<file path="src/rtl/bzs_pkg.sv">
`timescale 1ns / 1ps
package bzs_pkg;

   // Q1.16 parameter, 65536 = 1.0
   localparam int TW = 17;
   localparam logic [TW-1:0] T_ONE = 17'd65536;

   // control coordinate width, signed Q15.16
   localparam int CW = 32;

   // weight width, units of 2^-48, at most 2^48
   localparam int WW = 49;
   localparam int WSPLIT = 24;

   // register map
   localparam int NUM_REGS = 8;
   localparam logic [2:0] REG_CTRL0_X = 3'd0;
   localparam logic [2:0] REG_CTRL0_Y = 3'd1;
   localparam logic [2:0] REG_CTRL1_X = 3'd2;
   localparam logic [2:0] REG_CTRL1_Y = 3'd3;
   localparam logic [2:0] REG_CTRL2_X = 3'd4;
   localparam logic [2:0] REG_CTRL2_Y = 3'd5;
   localparam logic [2:0] REG_CTRL3_X = 3'd6;
   localparam logic [2:0] REG_CTRL3_Y = 3'd7;

   // four control coordinates of one axis
   typedef logic [3:0][CW-1:0] ctrl_vec_type;

   // one curve parameter travelling down the evaluation pipeline
   typedef struct packed {
      logic          valid;
      logic [TW-1:0] t;
      logic [5:0]    index;
      logic          last;
   } pt_type;

endpackage

</file>
<file path="src/rtl/bzs_div.sv">
`timescale 1ns / 1ps
module bzs_div #(
   parameter int DW = 7
) (
   input  logic                  clock,
   input  logic                  reset,
   input  logic                  go,
   input  logic [bzs_pkg::TW-1:0] dividend,
   input  logic [DW-1:0]         divisor,
   output logic                  done,
   output logic [bzs_pkg::TW-1:0] quot,
   output logic [DW-1:0]         rem
);

   localparam int CNTW = $clog2(bzs_pkg::TW + 1);

   logic                   run_ff, run_in;
   logic                   done_ff, done_in;
   logic [CNTW-1:0]        cnt_ff, cnt_in;
   logic [bzs_pkg::TW-1:0] quo_ff, quo_in;
   logic [DW-1:0]          rem_ff, rem_in;
   logic [DW-1:0]          dvs_ff, dvs_in;
   logic [DW:0]            rem_sh;
   logic                   fits;

   // one quotient bit a cycle, restoring
   always_comb begin
      rem_sh = {rem_ff, quo_ff[bzs_pkg::TW-1]};
      fits = rem_sh >= {1'b0, dvs_ff};
      run_in = run_ff;
      done_in = 1'b0;
      cnt_in = cnt_ff;
      quo_in = quo_ff;
      rem_in = rem_ff;
      dvs_in = dvs_ff;
      if (go) begin
         run_in = 1'b1;
         cnt_in = '0;
         quo_in = dividend;
         rem_in = '0;
         dvs_in = divisor;
      end else if (run_ff) begin
         quo_in = {quo_ff[bzs_pkg::TW-2:0], fits};
         rem_in = fits ? DW'(rem_sh - {1'b0, dvs_ff}) : rem_sh[DW-1:0];
         cnt_in = CNTW'(cnt_ff + 1'b1);
         if (cnt_ff == CNTW'(bzs_pkg::TW - 1)) begin
            run_in = 1'b0;
            done_in = 1'b1;
         end
      end
   end

   always_ff @(posedge clock) begin
      if (reset) begin
         run_ff <= 1'b0;
         done_ff <= 1'b0;
         cnt_ff <= '0;
      end else begin
         run_ff <= run_in;
         done_ff <= done_in;
         cnt_ff <= cnt_in;
      end
      quo_ff <= quo_in;
      rem_ff <= rem_in;
      dvs_ff <= dvs_in;
   end

   assign done = done_ff;
   assign quot = quo_ff;
   assign rem = rem_ff;

endmodule

</file>
<file path="src/rtl/bzs_seq.sv">
`timescale 1ns / 1ps
module bzs_seq #(
   parameter int MAX_POINTS = 64
) (
   input  logic                   clock,
   input  logic                   reset,
   input  logic                   start,
   input  logic [bzs_pkg::TW-1:0] t_start,
   input  logic [bzs_pkg::TW-1:0] t_end,
   input  logic [6:0]             point_count,
   output logic                   busy,
   output bzs_pkg::pt_type        pt
);

   localparam int IW = $clog2(MAX_POINTS + 1);
   localparam logic [1:0] ST_IDLE = 2'd0;
   localparam logic [1:0] ST_DIV  = 2'd1;
   localparam logic [1:0] ST_RUN  = 2'd2;

   logic [1:0]             state_ff, state_in;
   logic [bzs_pkg::TW-1:0] ts_ff, ts_in;
   logic                   neg_ff, neg_in;
   logic [IW-1:0]          den_ff, den_in;
   logic [IW-1:0]          idx_ff, idx_in;
   logic [bzs_pkg::TW-1:0] q_ff, q_in;
   logic [IW-1:0]          r_ff, r_in;
   logic [bzs_pkg::TW-1:0] stp_q_ff, stp_q_in;
   logic [IW-1:0]          stp_r_ff, stp_r_in;

   logic                   accept;
   logic [bzs_pkg::TW-1:0] ts_sat, te_sat, mag;
   logic [IW-1:0]          n_sat;
   logic                   div_go, div_done;
   logic [bzs_pkg::TW-1:0] div_quot;
   logic [IW-1:0]          div_rem;
   logic [IW:0]            r_sum;
   logic                   is_last;
   logic [31:0]            idx_wide;

   assign accept = start && (state_ff == ST_IDLE);
   assign busy = state_ff != ST_IDLE;

   // clamp the request fields
   always_comb begin
      ts_sat = (t_start > bzs_pkg::T_ONE) ? bzs_pkg::T_ONE : t_start;
      te_sat = (t_end > bzs_pkg::T_ONE) ? bzs_pkg::T_ONE : t_end;
      if (32'(point_count) > 32'(MAX_POINTS)) begin
         n_sat = IW'(MAX_POINTS);
      end else begin
         n_sat = IW'(point_count);
      end
      mag = (te_sat >= ts_sat) ? bzs_pkg::TW'(te_sat - ts_sat)
                               : bzs_pkg::TW'(ts_sat - te_sat);
   end

   assign div_go = accept && (n_sat > IW'(1));

   // split |d| into whole steps and a remainder per point
   bzs_div #(.DW(IW)) u_div (
      .clock    (clock),
      .reset    (reset),
      .go       (div_go),
      .dividend (mag),
      .divisor  (IW'(n_sat - 1'b1)),
      .done     (div_done),
      .quot     (div_quot),
      .rem      (div_rem)
   );

   assign is_last = idx_ff == den_ff;
   assign r_sum = {1'b0, r_ff} + {1'b0, stp_r_ff};
   assign idx_wide = 32'(idx_ff);

   // sequence the points of a request
   always_comb begin
      state_in = state_ff;
      ts_in = ts_ff;
      neg_in = neg_ff;
      den_in = den_ff;
      idx_in = idx_ff;
      q_in = q_ff;
      r_in = r_ff;
      stp_q_in = stp_q_ff;
      stp_r_in = stp_r_ff;
      case (state_ff)
         ST_IDLE: begin
            if (accept && (n_sat != '0)) begin
               ts_in = ts_sat;
               neg_in = te_sat < ts_sat;
               den_in = IW'(n_sat - 1'b1);
               idx_in = '0;
               q_in = '0;
               r_in = '0;
               stp_q_in = '0;
               stp_r_in = '0;
               state_in = (n_sat == IW'(1)) ? ST_RUN : ST_DIV;
            end
         end
         ST_DIV: begin
            if (div_done) begin
               stp_q_in = div_quot;
               stp_r_in = div_rem;
               r_in = den_ff >> 1;
               state_in = ST_RUN;
            end
         end
         ST_RUN: begin
            if (is_last) begin
               state_in = ST_IDLE;
            end else begin
               idx_in = IW'(idx_ff + 1'b1);
               if (r_sum >= {1'b0, den_ff}) begin
                  r_in = IW'(r_sum - {1'b0, den_ff});
                  q_in = bzs_pkg::TW'(q_ff + stp_q_ff + 1'b1);
               end else begin
                  r_in = r_sum[IW-1:0];
                  q_in = bzs_pkg::TW'(q_ff + stp_q_ff);
               end
            end
         end
         default: state_in = ST_IDLE;
      endcase
   end

   always_comb begin
      pt.valid = state_ff == ST_RUN;
      pt.t = neg_ff ? bzs_pkg::TW'(ts_ff - q_ff) : bzs_pkg::TW'(ts_ff + q_ff);
      pt.index = idx_wide[5:0];
      pt.last = is_last;
   end

   always_ff @(posedge clock) begin
      if (reset) begin
         state_ff <= ST_IDLE;
      end else begin
         state_ff <= state_in;
      end
      ts_ff <= ts_in;
      neg_ff <= neg_in;
      den_ff <= den_in;
      idx_ff <= idx_in;
      q_ff <= q_in;
      r_ff <= r_in;
      stp_q_ff <= stp_q_in;
      stp_r_ff <= stp_r_in;
   end

endmodule

</file>
<file path="config.mk">
export PLATFORM = sky130hd
export DESIGN_NAME = bzs_seq
export DESIGN_NICKNAME = d
export VERILOG_FILES = /design/src/rtl/bzs_pkg.sv /design/src/rtl/bzs_div.sv /design/src/rtl/bzs_seq.sv
export SDC_FILE = /design/constraint.sdc
export NUM_CORES = 1
export LEC_CHECK = 0
export ABC_AREA = 1
export BUFFER_PORTS_ARGS = -buffer_cell sky130_fd_sc_hd__buf_2
export CAP_MARGIN = 20
export CORE_ASPECT_RATIO = 0.9
export CORE_MARGIN = 1
export CORE_UTILIZATION = 60
export DETAILED_ROUTE_END_ITERATION = 7
export PLACE_DENSITY = 0.76
export SETUP_SLACK_MARGIN = 0.2
export SLEW_MARGIN = 20
export SYNTH_ARGS = -nofsm -noshare
export SYNTH_HDL_FRONTEND = slang
export SYNTH_HIERARCHICAL = 1
export SYNTH_SLANG_ARGS = --single-unit
</file>
<file path="constraint.sdc">
create_clock -name clock -period 3.2 [get_ports clock]
set_input_delay 0.16 -clock clock [delete_from_list [all_inputs] [get_ports clock]]
set_output_delay 0.16 -clock clock [all_outputs]
set_load 0.03 [all_outputs]
</file>
; Word level (Yosys, flattened, before mapping)
; Cells that the tools add are included.
[op_classes]
add_sub_neg = 12
order_cmp = 8
eq_ne = 9
n_mux = 32
bitwise = 1
reduce_logical = 17
[op_table]
columns = cell, count
row1 = $mux 17, 10
row2 = $pmux 17 s2, 2
row3 = $mux 7, 8
row4 = $sub 17x17->17, 3
row5 = $add 17x17->17, 2
row6 = $gt 17x17->1 const B, 2
row7 = $pmux 7 s2, 2
row8 = $pmux 7 s3, 1
row9 = $add 17x1->17 const B, 1
row10 = $ge 17x17->1, 1
row11 = $lt 17x17->1, 1
row12 = $ge 8x7->1, 2
row13 = $sub 7x7->7, 2
row14 = $reduce_and 3->1, 3
row15 = $add 7x7->8, 1
row16 = $mux 2, 4
row17 = $reduce_bool 2->1, 4
row18 = $add 7x1->7 const B, 1
row19 = $eq 7x1->1 const B, 1
row20 = $eq 7x7->1, 1
row21 = $gt 7x1->1 const B, 1
row22 = $gt 7x7->1 const B, 1
row23 = $reduce_bool 7->1, 1
row24 = $sub 7x1->7 const B, 1
row25 = 16 further kinds, 23
[totals]
register_bits = 120
in_bits = 44
output_inout_bits = 26
wordCells = 94

; Logic depth before layout (Yosys ltp)
[logic_depth]
word_depth = 6
mapped_depth = 23
depth_no_buf = 21

; Hierarchy
; The synthesis kept the hierarchy.
[by_module_without_submodules]
columns = mod, n_inst, cells_per_inst, area_each_um2, seq_area_each_um2
row1 = bzs_seq, 1, 1217, 8625.8, 2442.3
row2 = bzs_div, 1, 235, 1989.4, 1001.0

; Worst setup path after synthesis
; Ideal clock, no wire load.
[synth_timing]
path_type = register to output
startpoint = reg q_ff[1] in the netlist's numbering
endpoint = out pt[23] in the netlist's numbering
arrival_time_ps = 2949
required_time_ps = 3040
path_slack_ps = 91
stages_incl_launch_ff = 19
path_buffers = 0
path_cell_list = edfxtp_1 inv_1 ha_1 nand2_1 nor2_1 nand2_1 nor2_1 nand2_1 o21ai_0 xor2_1 ha_1 nand2_1 nor4_1 nand2_1 nand2_1 nand2_1 nand2_1 a21oi_1 xor2_1
[synth_rtl]
columns = element, line_no
row1 = start: declaration, bzs_seq.sv:25  ; logic [bzs_pkg::TW-1:0] q_ff, q_in;
row2 = start signal: assignment, bzs_seq.sv:142  ; q_ff <= q_in;
row3 = end: declaration, bzs_seq.sv:12  ; output bzs_pkg::pt_type pt

==> impl_metrics.py <==
metrics = {
    "sta": {
        "setup_slack_ps": -454,
        "finalSetupViolations": 15,
        "rsz0062_at_grt": "true",
        "final-hold-violation-count": 0,
        "finClkSkew_ps": 10.5,
        "drv_slew": 0,
        "setup-tns-final_ps": -3280,
        "worstMarginPinSlew_ps": 727,
        "fin_crit_sh": 1.14,
        "slew-limit-headroom": 0.515,
        "max_clock_freq_mhz": 274,
        "finalCriticalPeriod_ps": 3650,
    },
    "setup_path": {
        "regToRegSetupSlack_ps": -70,
        "worstSetupStartpointType": "register",
        "critPathMaxStageDelay_ps": 480,
        "crit_arrival_ps": 3490,
        "r2r-end": "q_ff[11]",
        "path_cells": "nor3_2 > nand3_2 > nand2_1 > xor2_1 > inv_1 > ha_1 > a21oi_2 > o21ai_0 > a21oi_1 > nand2_1 > nand2_1 > nand2_2 > a21oi_4 > xor2_2 > buf_6",
        "critPathSlowestCell": "edfxtp_1",
        "critPathKind": "reg2out",
        "path_max_fanout": 5,
        "rr_startpoint": "stp_r_ff[0]",
        "r2r_cells": 19,
        "path_common_cell": "nand2_1",
        "worst_setup_path_end_kind": "output pin",
        "cp.required_ps": 3040,
    },
    "logic_synthesis": {
        "synth_nets": 1601,
        "yosysSeqAreaShare": 0.324,
        "synth_top_family_by_area": "simple AND/OR/NAND/NOR gates",
        "synth_most_common_cell": "nand2_1",
        "synth_top_area_cell": "edfxtp_1",
        "synthTopCellsByArea": "edfxtp_1 29%, nand2_1 15%, ha_1 12%",
        "synthMuxAreaShare": 0,
        "async_reset_ff_frac": 0,
        "yosysWarnings": 6,
        "synth_xor_area_frac": 0.0600,
        "synth_edf_count": 104,
        "syn_inst": 1452,
        "synth.distinct_cells": 57,
        "synthAdderAreaFrac": 0.129,
        "netlist_top_cells_count": "436 x nand2_1, 252 x inv_1, 104 x edfxtp_1",
        "syn_area_per_cell_sq_um": 7.31,
        "synth_compound_area_frac": 0.104,
        "synth_simple_gate_area_frac": 0.274,
        "synth_top_area_frac": 0.294,
        "ys.flop_type": "edfxtp_1",
        "ys_ff_latch": 120,
        "synth_area_sq_um": 10600,
    },
    "routing": {
        "wire_per_inst_um": 18.2,
        "dr_total_vias": 10900,
        "via_per_inst": 5.73,
        "drt_wl_total_um": 34600,
        "drtIter0Drc": 1151,
        "remaining_drc_errors": 0,
        "dr.pass1.iters": 8,
        "ant_nets": 0,
    },
    "floorplanning": {
        "num_io_pins": 70,
        "start_util": 0.622,
        "die_h_um": 128,
        "rows": 45,
        "dieWidth_um": 142,
        "core_area_sq_um": 17100,
        "fp.dieArea_sq_um": 18200,
    },
    "clock_tree": {
        "htreeDepth": 4,
        "cts_sinks": 120,
        "tritoncts": "built",
        "cts_buffers": 17,
        "cts_root_buf": "clkbuf_16",
        "path_clk_slew_ps": 50,
        "insertion_delay_ps": 430,
        "cts_buffer_depth": 2,
    },
    "grt": {
        "grt_pass1_vias": 9688,
        "antenna_found_initial": 1,
        "grt_max_degree": 31,
        "grt_pass1_wl_um": 47100,
        "overflow": 0,
        "track_usage": 0.334,
    },
    "worst_hold_path": {
        "min_path_cells": 1,
        "hold_start": "t_start[16]",
        "min_to": "ts_ff[16]",
        "hold_path_class": "in2reg",
    },
    "status": {
        "outcome": "complete, but fails checks",
        "violations": "setup timing",
    },
    "layout": {
        "area_delta_synth_final_pct": 30.1,
        "final_layout_size_suffix_gt1_frac": 0.265,
        "fin_nets": 1802,
        "n_antenna_cell": 0,
    },
    "job": {
        "cap_violations": 0,
    },
    "placed_design": {
        "place.gp.congestion": 0.953,
        "dpl.hpwl_um": 21700,
        "io_buffers": 69,
    },
}
==> logic make-up (layout without fill, tap and decap cells) <==
logic type | Yosys count | count (layout)
DFF | 120 | 120
and+or+nand+nor | 675 | 675
AOI/OAI and AO/OA | 191 | 191
xor gates and xnor gates | 71 | 71
adders and majority gates | 105 | 105
buffers and inverters | 290 | 504
==> metal layers <==
layer	GRT usage	up-vias	share of wire
met5	0	-	0
met4	0.0980	0	0.043
met3	0.0650	157	0.094
met2	0.543	674	0.46
met1	0.451	4990	0.40
li1	-	5079	-
==> layout make-up <==
cell class              instances  area [sq um]
repair buffers                212          1590
clock inverters                 9          57.6
inverters                     260           982
fillers                      1038          3250
flip-flops and latches        120          3440
multi-input cells            1042          6920
clock buffers                  23           522
well taps                     235           294
==> sequential cells by signal, indices dropped and copies added (netlist names) <==
signal	count
stp_q_ff	17
ts_ff	17
den_ff	7
u_div/done	1
u_div/dvs_ff	7
stp_r_ff	7
u_div/rem	7
q_ff	17
neg_ff	1
r_ff	7
u_div/quot	17
u_div/cnt_ff	5
state_ff	2
u_div/run_ff	1
idx_ff	7
==> placed cells by master, fill, tap and decap left out, types with 10 or more instances in the layout <==
| master | n |
|---|---|
| nor3_1 | 12 |
| nand2_4 | 13 |
| buf_6 | 22 |
| o21ai_2 | 15 |
| edfxtp_1 | 104 |
| buf_4 | 129 |
| nand2_1 | 403 |
| inv_1 | 242 |
| nand2_2 | 34 |
| a21oi_1 | 70 |
| dfxtp_1 | 16 |
| o21ai_0 | 31 |
| nor2_4 | 14 |
| nand3_1 | 50 |
| nand4_1 | 19 |
| xor2_2 | 10 |
| ha_1 | 80 |
| ha_4 | 11 |
| xor2_1 | 41 |
| clkbuf_16 | 21 |
| nor2_1 | 74 |
| buf_2 | 56 |
| inv_2 | 16 |
| xnor2_1 | 17 |
| a21oi_2 | 15 |
==> through the flow <==
step	area [sq um]	utilization	instances	setup slack (ps)	hold slack, ps
2_1_floorplan	10600	-	1452	224	238
3_5_place_dp	11800	0.693	1820	-185	421
5_1_grt	13800	0.809	1901	-562	10.5
6_report	13800	0.809	1901	-454	4.64
4_1_cts	13000	0.760	1878	-213	4.74
3_3_place_gp	11800	0.693	1820	-81.1	413
==> worst max-delay path by stage <==
stage	from	to	slack, ps	cells past startpoint
finish	q_ff[2]	pt[23]	-450	15
global route	q_ff[2]	pt[23]	-560	15
CTS	q_ff[1]	pt[23]	-210	19
detailed placement	t_start[5]	u_div/quot[13]	-180	20
global placement	t_start[5]	u_div/quot[15]	-80	19
floorplan	q_ff[1]	pt[23]	220	18
==> worst max-delay path, delay by kind of cell, from the launching register on <==
kind                       cells  cell delay, ps
and+or+nand+nor                6             830
AOI/OAI and AO/OA              4             720
DFF                            1             480
xor gates and xnor gates       2             390
adders and majority gates      1             390
buffers and inverters          2             260
==> repair_timing <==
item | 4_1_cts | 5_1_grt
pin swaps | 31 | 56
setup endpoints to repair | 35 | 52
hold endpoints to repair | 2 | 0
gates cloned | 0 | 1
resized for setup | 91 | 164
buffers inserted | 25 | 22
hold buffers | 1 | 0
Power is left out: the tool's default activity adds up to more than one toggle a clock period on the data nets, which glitch-free logic cannot reach.
